## config.mk

```make
export PLATFORM = sky130hd
export DESIGN_NAME = uart_rx_text_cursor
export DESIGN_NICKNAME = d
export VERILOG_FILES = /design/src/design/urtc_pkg.sv /design/src/design/uart_rx_text_cursor.sv /design/src/design/urtc_rx.sv /design/src/design/urtc_cursor.sv
export SDC_FILE = /design/constraint.sdc
export NUM_CORES = 1
export LEC_CHECK = 0
export BUFFER_PORTS_ARGS = -buffer_cell sky130_fd_sc_hd__buf_2
export CAP_MARGIN = 40
export CORE_MARGIN = 10
export CORE_UTILIZATION = 64
export DETAILED_ROUTE_END_ITERATION = 12
export GPL_ROUTABILITY_DRIVEN = 0
export PLACE_DENSITY = 0.94
export SYNTH_ARGS = -nofsm -noshare
export SYNTH_HDL_FRONTEND = slang
export SYNTH_SLANG_ARGS = --single-unit
```

## constraint.sdc

```tcl
create_clock -name clk -period 13.7 [get_ports clk]
set_clock_uncertainty 0.1 [all_clocks]
set_input_delay 1.37 -clock clk [delete_from_list [all_inputs] [get_ports clk]]
set_output_delay 1.37 -clock clk [all_outputs]
set_load 0.01 [all_outputs]
```

## src/design/urtc_pkg.sv

```systemverilog
// shared constants and types for the uart receiver with text cursor
// no dependencies; imported by urtc_rx, urtc_cursor and uart_rx_text_cursor
`timescale 1ns / 1ps

package urtc_pkg;

	localparam int SCREEN_WIDTH  = 128;
	localparam int SCREEN_HEIGHT = 160;
	localparam int DATA_BITS     = 8;

	localparam int CELL_W            = 6;
	localparam int CELL_H            = 9;
	localparam int HOME_COL          = 1;
	localparam int HOME_ROW          = 9;
	localparam int FIRST_SAMPLE_TICK = 3;

	localparam logic [7:0]  CH_BACKSPACE   = 8'h7F;
	localparam logic [15:0] HALF_BIT_RESET = 16'd1302;

	localparam logic [4:0] FIRST_TICK = 5'(FIRST_SAMPLE_TICK);
	localparam logic [4:0] LAST_TICK  = 5'(2 * DATA_BITS + 1);
	localparam logic [4:0] DONE_TICK  = 5'(2 * DATA_BITS + 2);

	typedef struct packed {
		logic       done;
		logic [7:0] ch;
	} char_evt_t;

	typedef struct packed {
		logic [7:0] rx_char;
		logic       is_backspace;
		logic [6:0] draw_x;
		logic [7:0] draw_y;
		logic [6:0] cursor_x;
		logic [7:0] cursor_y;
		logic       clear_screen;
	} result_t;

endpackage

```

## src/design/uart_rx_text_cursor.sv

```systemverilog
// top level: input register, receiver, cursor update and result register
// depends on urtc_pkg, urtc_rx, urtc_cursor
`timescale 1ns / 1ps

// One word on the input channel is one clock sample of the receive line, and the
// block takes one word per clock unless stalled. A word enters an input register;
// from there the receiver and cursor logic act on it, and when it completes a
// character the result goes into an output register. A finished character holds
// the input register only while the output register still has an untaken word;
// otherwise samples stream through without a gap. The half-bit period is
// half_bit_cycles+1 samples, so a character yields one result roughly every
// 18*(half_bit_cycles+1) samples. The half-bit register resets to 1302 and is
// written through the cfg channel, which is always ready.
module uart_rx_text_cursor import urtc_pkg::*; (
	input  logic        clk,
	input  logic        arst_n,
	input  logic        cfg_valid,
	output logic        cfg_ready,
	input  logic [15:0] cfg_data,
	input  logic        in_valid,
	output logic        in_ready,
	input  logic        rx_level,
	output logic        out_valid,
	input  logic        out_ready,
	output logic [7:0]  rx_char,
	output logic        is_backspace,
	output logic [6:0]  draw_x,
	output logic [7:0]  draw_y,
	output logic [6:0]  cursor_x,
	output logic [7:0]  cursor_y,
	output logic        clear_screen
);

	logic [15:0] half_bit_q;
	logic        valid_s1;
	logic        level_s1;
	logic        out_valid_q;
	result_t     out_q;

	char_evt_t evt;
	result_t   res;
	logic      out_free;
	logic      advance;
	logic      fire_s1;
	logic      commit;

	assign cfg_ready = 1'b1;

	always_ff @(posedge clk or negedge arst_n) begin
		if (!arst_n) begin
			half_bit_q <= HALF_BIT_RESET;
		end else if (cfg_valid) begin
			half_bit_q <= cfg_data;
		end
	end

	// a finished character waits only when the result register is still full
	assign out_free = !out_valid_q || out_ready;
	assign advance  = !evt.done || out_free;
	assign fire_s1  = valid_s1 && advance;
	assign commit   = fire_s1 && evt.done;
	assign in_ready = !valid_s1 || advance;

	always_ff @(posedge clk or negedge arst_n) begin
		if (!arst_n) begin
			valid_s1 <= 1'b0;
		end else if (in_ready) begin
			valid_s1 <= in_valid;
		end
	end

	always_ff @(posedge clk) begin
		if (in_valid && in_ready) begin
			level_s1 <= rx_level;
		end
	end

	urtc_rx u_rx (
		.clk             (clk),
		.arst_n          (arst_n),
		.step            (fire_s1),
		.level           (level_s1),
		.half_bit_cycles (half_bit_q),
		.evt             (evt)
	);

	urtc_cursor u_cursor (
		.clk    (clk),
		.arst_n (arst_n),
		.commit (commit),
		.evt    (evt),
		.res    (res)
	);

	always_ff @(posedge clk or negedge arst_n) begin
		if (!arst_n) begin
			out_valid_q <= 1'b0;
		end else if (commit) begin
			out_valid_q <= 1'b1;
		end else if (out_ready) begin
			out_valid_q <= 1'b0;
		end
	end

	always_ff @(posedge clk) begin
		if (commit) begin
			out_q <= res;
		end
	end

	assign out_valid    = out_valid_q;
	assign rx_char      = out_q.rx_char;
	assign is_backspace = out_q.is_backspace;
	assign draw_x       = out_q.draw_x;
	assign draw_y       = out_q.draw_y;
	assign cursor_x     = out_q.cursor_x;
	assign cursor_y     = out_q.cursor_y;
	assign clear_screen = out_q.clear_screen;

	a_no_overwrite: assert property (@(posedge clk) disable iff (!arst_n)
		commit |-> !out_valid_q || out_ready)
		else $error("finished character overwrote an untaken result");

endmodule

```

## src/design/urtc_rx.sv

```systemverilog
// serial receiver: edge detect, half-bit timer, data bit sampling
// depends on urtc_pkg
`timescale 1ns / 1ps

module urtc_rx import urtc_pkg::*; (
	input  logic        clk,
	input  logic        arst_n,
	input  logic        step,
	input  logic        level,
	input  logic [15:0] half_bit_cycles,
	output char_evt_t   evt
);

	logic        last_level_q;
	logic        receiving_q;
	logic [15:0] clock_count_q;
	logic [4:0]  half_tick_q;
	logic [7:0]  shift_q;

	logic       tick;
	logic [4:0] tick_next;
	logic [4:0] tick_off;
	logic [2:0] pos;
	logic       sample;
	logic       done;

	always_comb begin
		tick      = receiving_q && (clock_count_q == half_bit_cycles);
		tick_next = half_tick_q + 5'd1;
		tick_off  = tick_next - FIRST_TICK;
		pos       = tick_off[3:1];
		sample    = tick && (tick_next >= FIRST_TICK) && (tick_next <= LAST_TICK)
			&& tick_next[0];
		done      = tick && (tick_next == DONE_TICK);
		evt.done  = done;
		evt.ch    = shift_q;
	end

	always_ff @(posedge clk or negedge arst_n) begin
		if (!arst_n) begin
			last_level_q  <= 1'b1;
			receiving_q   <= 1'b0;
			clock_count_q <= '0;
			half_tick_q   <= '0;
			shift_q       <= '0;
		end else if (step) begin
			last_level_q <= level;
			if (receiving_q) begin
				if (tick) begin
					clock_count_q <= '0;
					if (done) begin
						receiving_q <= 1'b0;
						half_tick_q <= '0;
						shift_q     <= '0;
					end else begin
						half_tick_q <= tick_next;
						if (sample) begin
							shift_q[pos] <= shift_q[pos] | level;
						end
					end
				end else begin
					clock_count_q <= clock_count_q + 16'd1;
				end
			end else if (last_level_q && !level) begin
				// start bit edge
				receiving_q   <= 1'b1;
				clock_count_q <= '0;
				half_tick_q   <= '0;
				shift_q       <= '0;
			end
		end
	end

	a_tick_range: assert property (@(posedge clk) disable iff (!arst_n)
		half_tick_q < DONE_TICK)
		else $error("half tick count ran past the end of a character");

	a_done_ends: assert property (@(posedge clk) disable iff (!arst_n)
		step && done |=> !receiving_q && half_tick_q == 5'd0)
		else $error("receiver did not return to idle after a character");

endmodule

```

## src/design/urtc_cursor.sv

```systemverilog
// text cursor: places a finished character on the grid and moves the cursor
// depends on urtc_pkg
`timescale 1ns / 1ps

module urtc_cursor import urtc_pkg::*; (
	input  logic      clk,
	input  logic      arst_n,
	input  logic      commit,
	input  char_evt_t evt,
	output result_t   res
);

	logic [7:0] cur_col_q;
	logic [7:0] cur_row_q;

	logic [8:0] col_adv;
	logic [8:0] row_adv;
	logic [8:0] col_t;
	logic [8:0] row_t;
	logic [7:0] nx_col;
	logic [7:0] nx_row;
	logic       bs;
	logic       clr;

	always_comb begin
		col_adv = {1'b0, cur_col_q} + 9'(CELL_W);
		row_adv = {1'b0, cur_row_q} + 9'(CELL_H);
		bs      = (evt.ch == CH_BACKSPACE);
		clr     = 1'b0;
		col_t   = {1'b0, cur_col_q};
		row_t   = {1'b0, cur_row_q};
		nx_col  = cur_col_q;
		nx_row  = cur_row_q;
		if (!bs) begin
			col_t = col_adv;
			if (col_adv > 9'(SCREEN_WIDTH - CELL_W)) begin
				col_t = 9'(HOME_COL);
				row_t = row_adv;
			end
			// wrapped past the bottom: home and clear
			if (row_t > 9'(SCREEN_HEIGHT - CELL_H)) begin
				col_t = 9'(HOME_COL);
				row_t = 9'(HOME_ROW);
				clr   = 1'b1;
			end
			nx_col = col_t[7:0];
			nx_row = row_t[7:0];
		end else if (cur_col_q == 8'(HOME_COL) && cur_row_q == 8'(HOME_ROW)) begin
			nx_col = cur_col_q;
			nx_row = cur_row_q;
		end else if (cur_col_q < 8'(CELL_W)) begin
			if (cur_row_q >= 8'(CELL_H + HOME_ROW)) begin
				// unwrap to the end of the previous row
				nx_col = 8'(SCREEN_WIDTH - CELL_W - 3);
				nx_row = cur_row_q - 8'(CELL_H);
			end else begin
				nx_col = 8'(HOME_COL);
				nx_row = 8'(HOME_ROW);
			end
		end else begin
			nx_col = cur_col_q - 8'(CELL_W);
		end

		res.rx_char      = evt.ch;
		res.is_backspace = bs;
		res.draw_x       = cur_col_q[6:0];
		res.draw_y       = cur_row_q;
		res.cursor_x     = nx_col[6:0];
		res.cursor_y     = nx_row;
		res.clear_screen = clr;
	end

	always_ff @(posedge clk or negedge arst_n) begin
		if (!arst_n) begin
			cur_col_q <= 8'(HOME_COL);
			cur_row_q <= 8'(HOME_ROW);
		end else if (commit) begin
			cur_col_q <= nx_col;
			cur_row_q <= nx_row;
		end
	end

	a_cursor_on_grid: assert property (@(posedge clk) disable iff (!arst_n)
		cur_col_q >= 8'(HOME_COL) && cur_col_q <= 8'(SCREEN_WIDTH - CELL_W)
		&& cur_row_q >= 8'(HOME_ROW) && cur_row_q <= 8'(SCREEN_HEIGHT - CELL_H))
		else $error("cursor left the character grid");

endmodule

```

# Yosys cells after proc, flatten, opt, wreduce, memory -nomap -nowiden

Index checks and enable logic that the tools add are counted.

$add $sub $neg: 7
$mul: 0
Divide/modulo/power cells: 0
$lt $le $gt $ge: 8
Equal/unequal tests: 8
Shift operators: 0
Muxes and demuxes: 37
Bitwise operators: 1
Reductions and logical operators: 24

Operators by type and width:

| cell                                                               | number |
|---|---|
| two-way mux 8 bit                                                  | 15 |
| two-way mux 16 bit                                                 | 3 |
| two-way mux 5 bit                                                  | 4 |
| two-way mux 9 bit                                                  | 2 |
| adder 16 x 1 -> 16 bit (second input constant)                     | 1 |
| == test 16 bit                                                     | 1 |
| logical AND 1 bit                                                  | 11 |
| adder 8 x 3 -> 9 bit (second input constant)                       | 1 |
| adder 8 x 4 -> 9 bit (second input constant)                       | 1 |
| > comparator 9 x 7 -> 1 bit (second input constant)                | 1 |
| > comparator 9 x 8 -> 1 bit (second input constant)                | 1 |
| two-way mux 1 bit                                                  | 9 |
| bitwise mux 8 bit                                                  | 1 |
| == test 8 x 1 -> 1 bit (second input constant)                     | 1 |
| == test 8 x 4 -> 1 bit (second input constant)                     | 1 |
| == test 8 x 7 -> 1 bit (second input constant)                     | 1 |
| greater-or-equal comparator 8 x 5 -> 1 bit (second input constant) | 1 |
| less-than comparator 8 x 3 -> 1 bit (second input constant)        | 1 |
| subtractor 8 x 3 -> 8 bit (second input constant)                  | 1 |
| subtractor 8 x 4 -> 8 bit (second input constant)                  | 1 |
| two-way mux 7 bit                                                  | 1 |
| adder 5 x 1 -> 5 bit (second input constant)                       | 1 |
| == test 5 bit (second input constant)                              | 1 |
| greater-or-equal comparator 5 x 2 -> 1 bit (second input constant) | 1 |
| other kinds (15)                                                   | 23 |

Bits in registers: 106
Latch bits: 0
Memory bits (writable): 0
ROM bits: 0
Input port bits: 22
Output and inout bits: 43
Memories kept: 0

# Logic depth before layout (Yosys ltp)

Word-level depth: 11
Mapped depth: 12
Gate-level depth less buffers: 9

# Cells and area by module

Synthesis repeated with hierarchy kept, for this count alone.

Cells, all modules: 593
Area total of the unflattened synthesis: 6232.2 µm²

By module, submodules not included:

| module              | instances | cells an instance | area each (µm²) | sequential area each (µm²) |
|---|---|---|---|---|
| urtc_cursor         | 1         | 278               | 2120.8          | 404.1 |
| urtc_rx             | 1         | 228               | 2114.5          | 777.0 |
| uart_rx_text_cursor | 1         | 87                | 1996.9          | 1687.9 |

# Worst setup path before layout

No wires, ideal clock.

Path type: reg-to-reg
From: register u_rx.half_tick_q[0]
To: register u_cursor.cur_col_q[5]
Arrival time: 6338 ps
Data required time: 13468 ps
Slack: 7130 ps
Stages on the path, launching flop included: 9
Path buffers: 0
Period minus slack after synthesis: 6570 ps
Cells stage by stage: dfrtp_1 > ha_1 > or3b_2 > a21oi_1 > o21ai_2 > nor4_1 > o21ai_0 > nand2_1 > o21ai_1

Word-level cells in the longest chain between the ends: 7

RTL lines:

| item                   | line                      | source |
|---|---|---|
| start, declared        | urtc_rx.sv:17             | `logic [4:0] half_tick_q;` |
| start signal, assigned | urtc_rx.sv:56             | `half_tick_q <= tick_next;` |
| adder 5 x 1 -> 5 bit * | urtc_rx.sv:29             | `tick_next = half_tick_q + 5'd1;` |
| == test 5 bit *        | urtc_rx.sv:34             | `done = tick && (tick_next == DONE_TICK);` |
| logical AND 1 bit *    | urtc_rx.sv:34             |  |
| logical NOT 1 bit      | uart_rx_text_cursor.sv:59 | `assign advance = !evt.done \|\| out_free;` |
| logical OR 1 bit       | uart_rx_text_cursor.sv:59 |  |
| logical AND 1 bit      | uart_rx_text_cursor.sv:60 | `assign fire_s1 = valid_s1 && advance;` |
| logical AND 1 bit *    | uart_rx_text_cursor.sv:61 | `assign commit = fire_s1 && evt.done;` |
| net commit             | uart_rx_text_cursor.sv:45 | `logic commit;` |
| end signal, assigned   | urtc_cursor.sv:75         | `cur_col_q <= 8'(HOME_COL);` |
| end signal, assigned   | urtc_cursor.sv:78         | `cur_col_q <= nx_col;` |
| end signal, assigned   | urtc_cursor.sv:84         | `cur_col_q >= 8'(HOME_COL) && cur_col_q <= 8'(SCREEN_WIDTH - CELL_W)` |
| end, declared          | urtc_cursor.sv:13         | `logic [7:0] cur_col_q;` |

Mark *: on every way through the listed nets, which the timed path passes. The rest lies on a longest branch.
A chain may end at the register's enable or synchronous reset.

# Worst setup path in the final report

From: register u_rx.half_tick_q[0]
To: output in_ready

Word-level cells in the longest chain between the ends: 6

RTL lines:

| item                 | line                      | source |
|---|---|---|
| adder 5 x 1 -> 5 bit | urtc_rx.sv:29             |  |
| == test 5 bit        | urtc_rx.sv:34             |  |
| logical AND 1 bit    | urtc_rx.sv:34             |  |
| logical NOT 1 bit    | uart_rx_text_cursor.sv:59 |  |
| logical OR 1 bit     | uart_rx_text_cursor.sv:59 |  |
| logical OR 1 bit     | uart_rx_text_cursor.sv:62 | `assign in_ready = !valid_s1 \|\| advance;` |
| end, declared        | uart_rx_text_cursor.sv:21 | `output logic in_ready,` |

No other way between the ends.

==> impl_metrics.ini <==
[sta]
worst_pin_slew_ps = 839
min_period_ps = 4120
clock.fmax_mhz = 243
drv_slew = 0
hold_ws_ps = 357
final-setup-viol-count = 0
finalCritPeriodShare = 0.301
max_slew_margin = 0.441
finalSetupTns_ps = 0
setup_ws_ps = 9580
rsz0062_at_grt = no
hold_viol_final = 0

[logic_synthesis]
synth_ff_type = dfrtp_1
syn_area_mm2 = 0.00596
yosysSeqAreaShare = 0.481
yosysUniqueCellTypes = 79
ys_seq_elements = 106
synthCells = 579
yosysWarnings = 0
synth_enable_flop_cells = 41
synthArstFlopShare = 0.613
syn-num-nets = 614
syn_avg_cell_area_um2 = 10.3

[die]
die_w_um = 117
rows = 35
coreArea_mm2 = 0.00915
start_util = 0.652
num_io_pins = 65
die_area_mm2 = 0.0136
die_y_um = 117

[routing]
wire_per_inst_um = 18.5
via_per_inst = 6.47
dr.pass1.iters = 5
drc_errors = 0
first_iter_violations = 485
postRouteWirelength_um = 13700
ant_nets = 0
vias = 4785

[cells_and_area]
area_delta_synth_final_pct = 8.48
final_cell_count_no_fill = 740
drive_gt1_frac = 0.213
mostFrequentLayoutCells = 63 x buf_2, 56 x dfrtp_1, 48 x nand2_1
fin_nets = 659
layout_commonest_cell = buf_2
diodes = 0

[pwr]
p_per_area_mw_per_mm2 = 88.9
p_leak_nw = 2.64
ir_worst_vdd_mv = 0.0639
p_total_mw = 0.575

[setup_path]
crit_path_end_kind = output port
required_ps = 12230
start_kind = flop
crit_start = u_rx.half_tick_q[0]
crit_type = reg2out
crit_fanout = 9
worstPathArrival_ps = 2650
r2r-start = u_cursor.cur_col_q[1]

[placed_design]
place_ws_ps = 9840
place_inst = 724
numPortBuffers = 63
dpl.hpwl_um = 9530

[clock_network]
cts_tree = built
clock_sinks = 106
cts_resized = 0
post_cts_buffers = 0
ctsHoldBuffers = 0
root_buffer = clkbuf_8
htree_levels = 3
clk_latency_ps = 380
cts_made_buffers = 9
clockBufferDepth = 2
path_clk_slew_ps = 100

[global_route]
first_global_vias = 4648
grt_usage = 0.206
grt_first_pass_wirelength_um = 22500
grt_max_degree = 66
antenna_found_initial = 0
overflow = 0

[min_path]
min_path_type = reg2reg
worstHoldStart = u_rx.shift_q[6]

[run_status]
outcome = finished, final reports clean

[run]
maxCapViolCount = 0
state kept, by name (all words and copies together), names as in the netlist, 5 cells and up:
| name | cells |
|---|---|
| half_bit_q | 16 |
| u_rx.clock_count_q | 16 |
| cursor_y | 8 |
| draw_y | 8 |
| rx_char | 8 |
| u_cursor.cur_col_q | 8 |
| u_cursor.cur_row_q | 8 |
| u_rx.shift_q | 8 |
| cursor_x | 7 |
| draw_x | 7 |
| u_rx.half_tick_q | 5 |
final timing paths:
path | end | slack (ps) | cells after the start
worst max register to register | cursor_y[3] | 10000 | 9
worst min-delay path | rx_char[6] | 360 | 0
worst max-delay path | in_ready | 9580 | 7
max in group asynchronous | half_bit_q[12] | 11900 | 2
worst min register to register | rx_char[6] | 360 | 0
min in group asynchronous | u_cursor.cur_col_q[4] | 1050 | 2
report_power, final:
part / leakage (nW) / internal [mW] / switching (mW)
Clock: 0.0933 / 0.0678 / 0.111
Sequential: 1.15 / 0.341 / 0.0146
Combinational: 1.40 / 0.0191 / 0.0216
synthesized netlist by cell type, types with 9 or more instances:
| cell type | instances | share of area |
|---|---|---|
| ha_1 | 13 | 0.027 |
| dfstp_2 | 9 | 0.040 |
| a21oi_1 | 28 | 0.023 |
| xnor2_1 | 13 | 0.019 |
| dfrtp_1 | 56 | 0.23 |
| clkbuf_1 | 16 | 0.010 |
| mux2_2 | 22 | 0.042 |
| edfxtp_1 | 41 | 0.21 |
| nand2_1 | 48 | 0.030 |
| xor2_1 | 22 | 0.032 |
| nor2_1 | 32 | 0.020 |
| nor4_1 | 9 | 0.0094 |
| nor3_1 | 27 | 0.023 |
| nand3_1 | 16 | 0.013 |
| inv_1 | 25 | 0.016 |
| o21ai_0 | 22 | 0.018 |
worst max-delay path, stage by stage (launching register included):
cell and delay, ps:
dfrtp_1 490, ha_1 310, or3b_2 480, a21oi_1 240, o21ai_2 180, nor2_1 210, nand4_1 180, buf_2 200
metal layers:
metal / up-vias / GRT usage / share of wire
li1: 2208 / - / -
met1: 2260 / 0.245 / 0.39
met2: 263 / 0.347 / 0.50
met3: 54 / 0.0426 / 0.081
met4: 0 / 0.100 / 0.032
met5: - / 0 / 0
kinds of logic (layout without fill, tap and decap cells):
logic type / Yosys count / after routing / synth area share
and+or+nand+nor: 205 / 205 / 0.187
AOI/OAI and AO/OA: 131 / 131 / 0.153
DFF: 106 / 106 / 0.481
buffers and inverters: 59 / 109 / 0.0445
xor gates and xnor gates: 36 / 36 / 0.0541
muxes: 28 / 28 / 0.0525
adders and majority gates: 13 / 13 / 0.0273
other: 1 / 1 / 0.000629
through the flow:
step / utilization / instance area, um^2
after global routing: 0.707 / 6470
after detailed placement: 0.688 / 6290
final: 0.707 / 6470
after floorplan: - / 5960
after CTS: 0.707 / 6470
after global placement: 0.687 / 6290
cell type report:
type,instances,area (um^2)
Clock inverter,7,51.3
Multi-Input combinational cell,414,2840
Tap cell,111,139
Timing Repair Buffer,67,345
Inverter,26,97.6
Clock buffer,9,124
Fill cell,614,2680
Sequential cell,106,2870
Note: power is estimated with default switching activity, not from simulation.
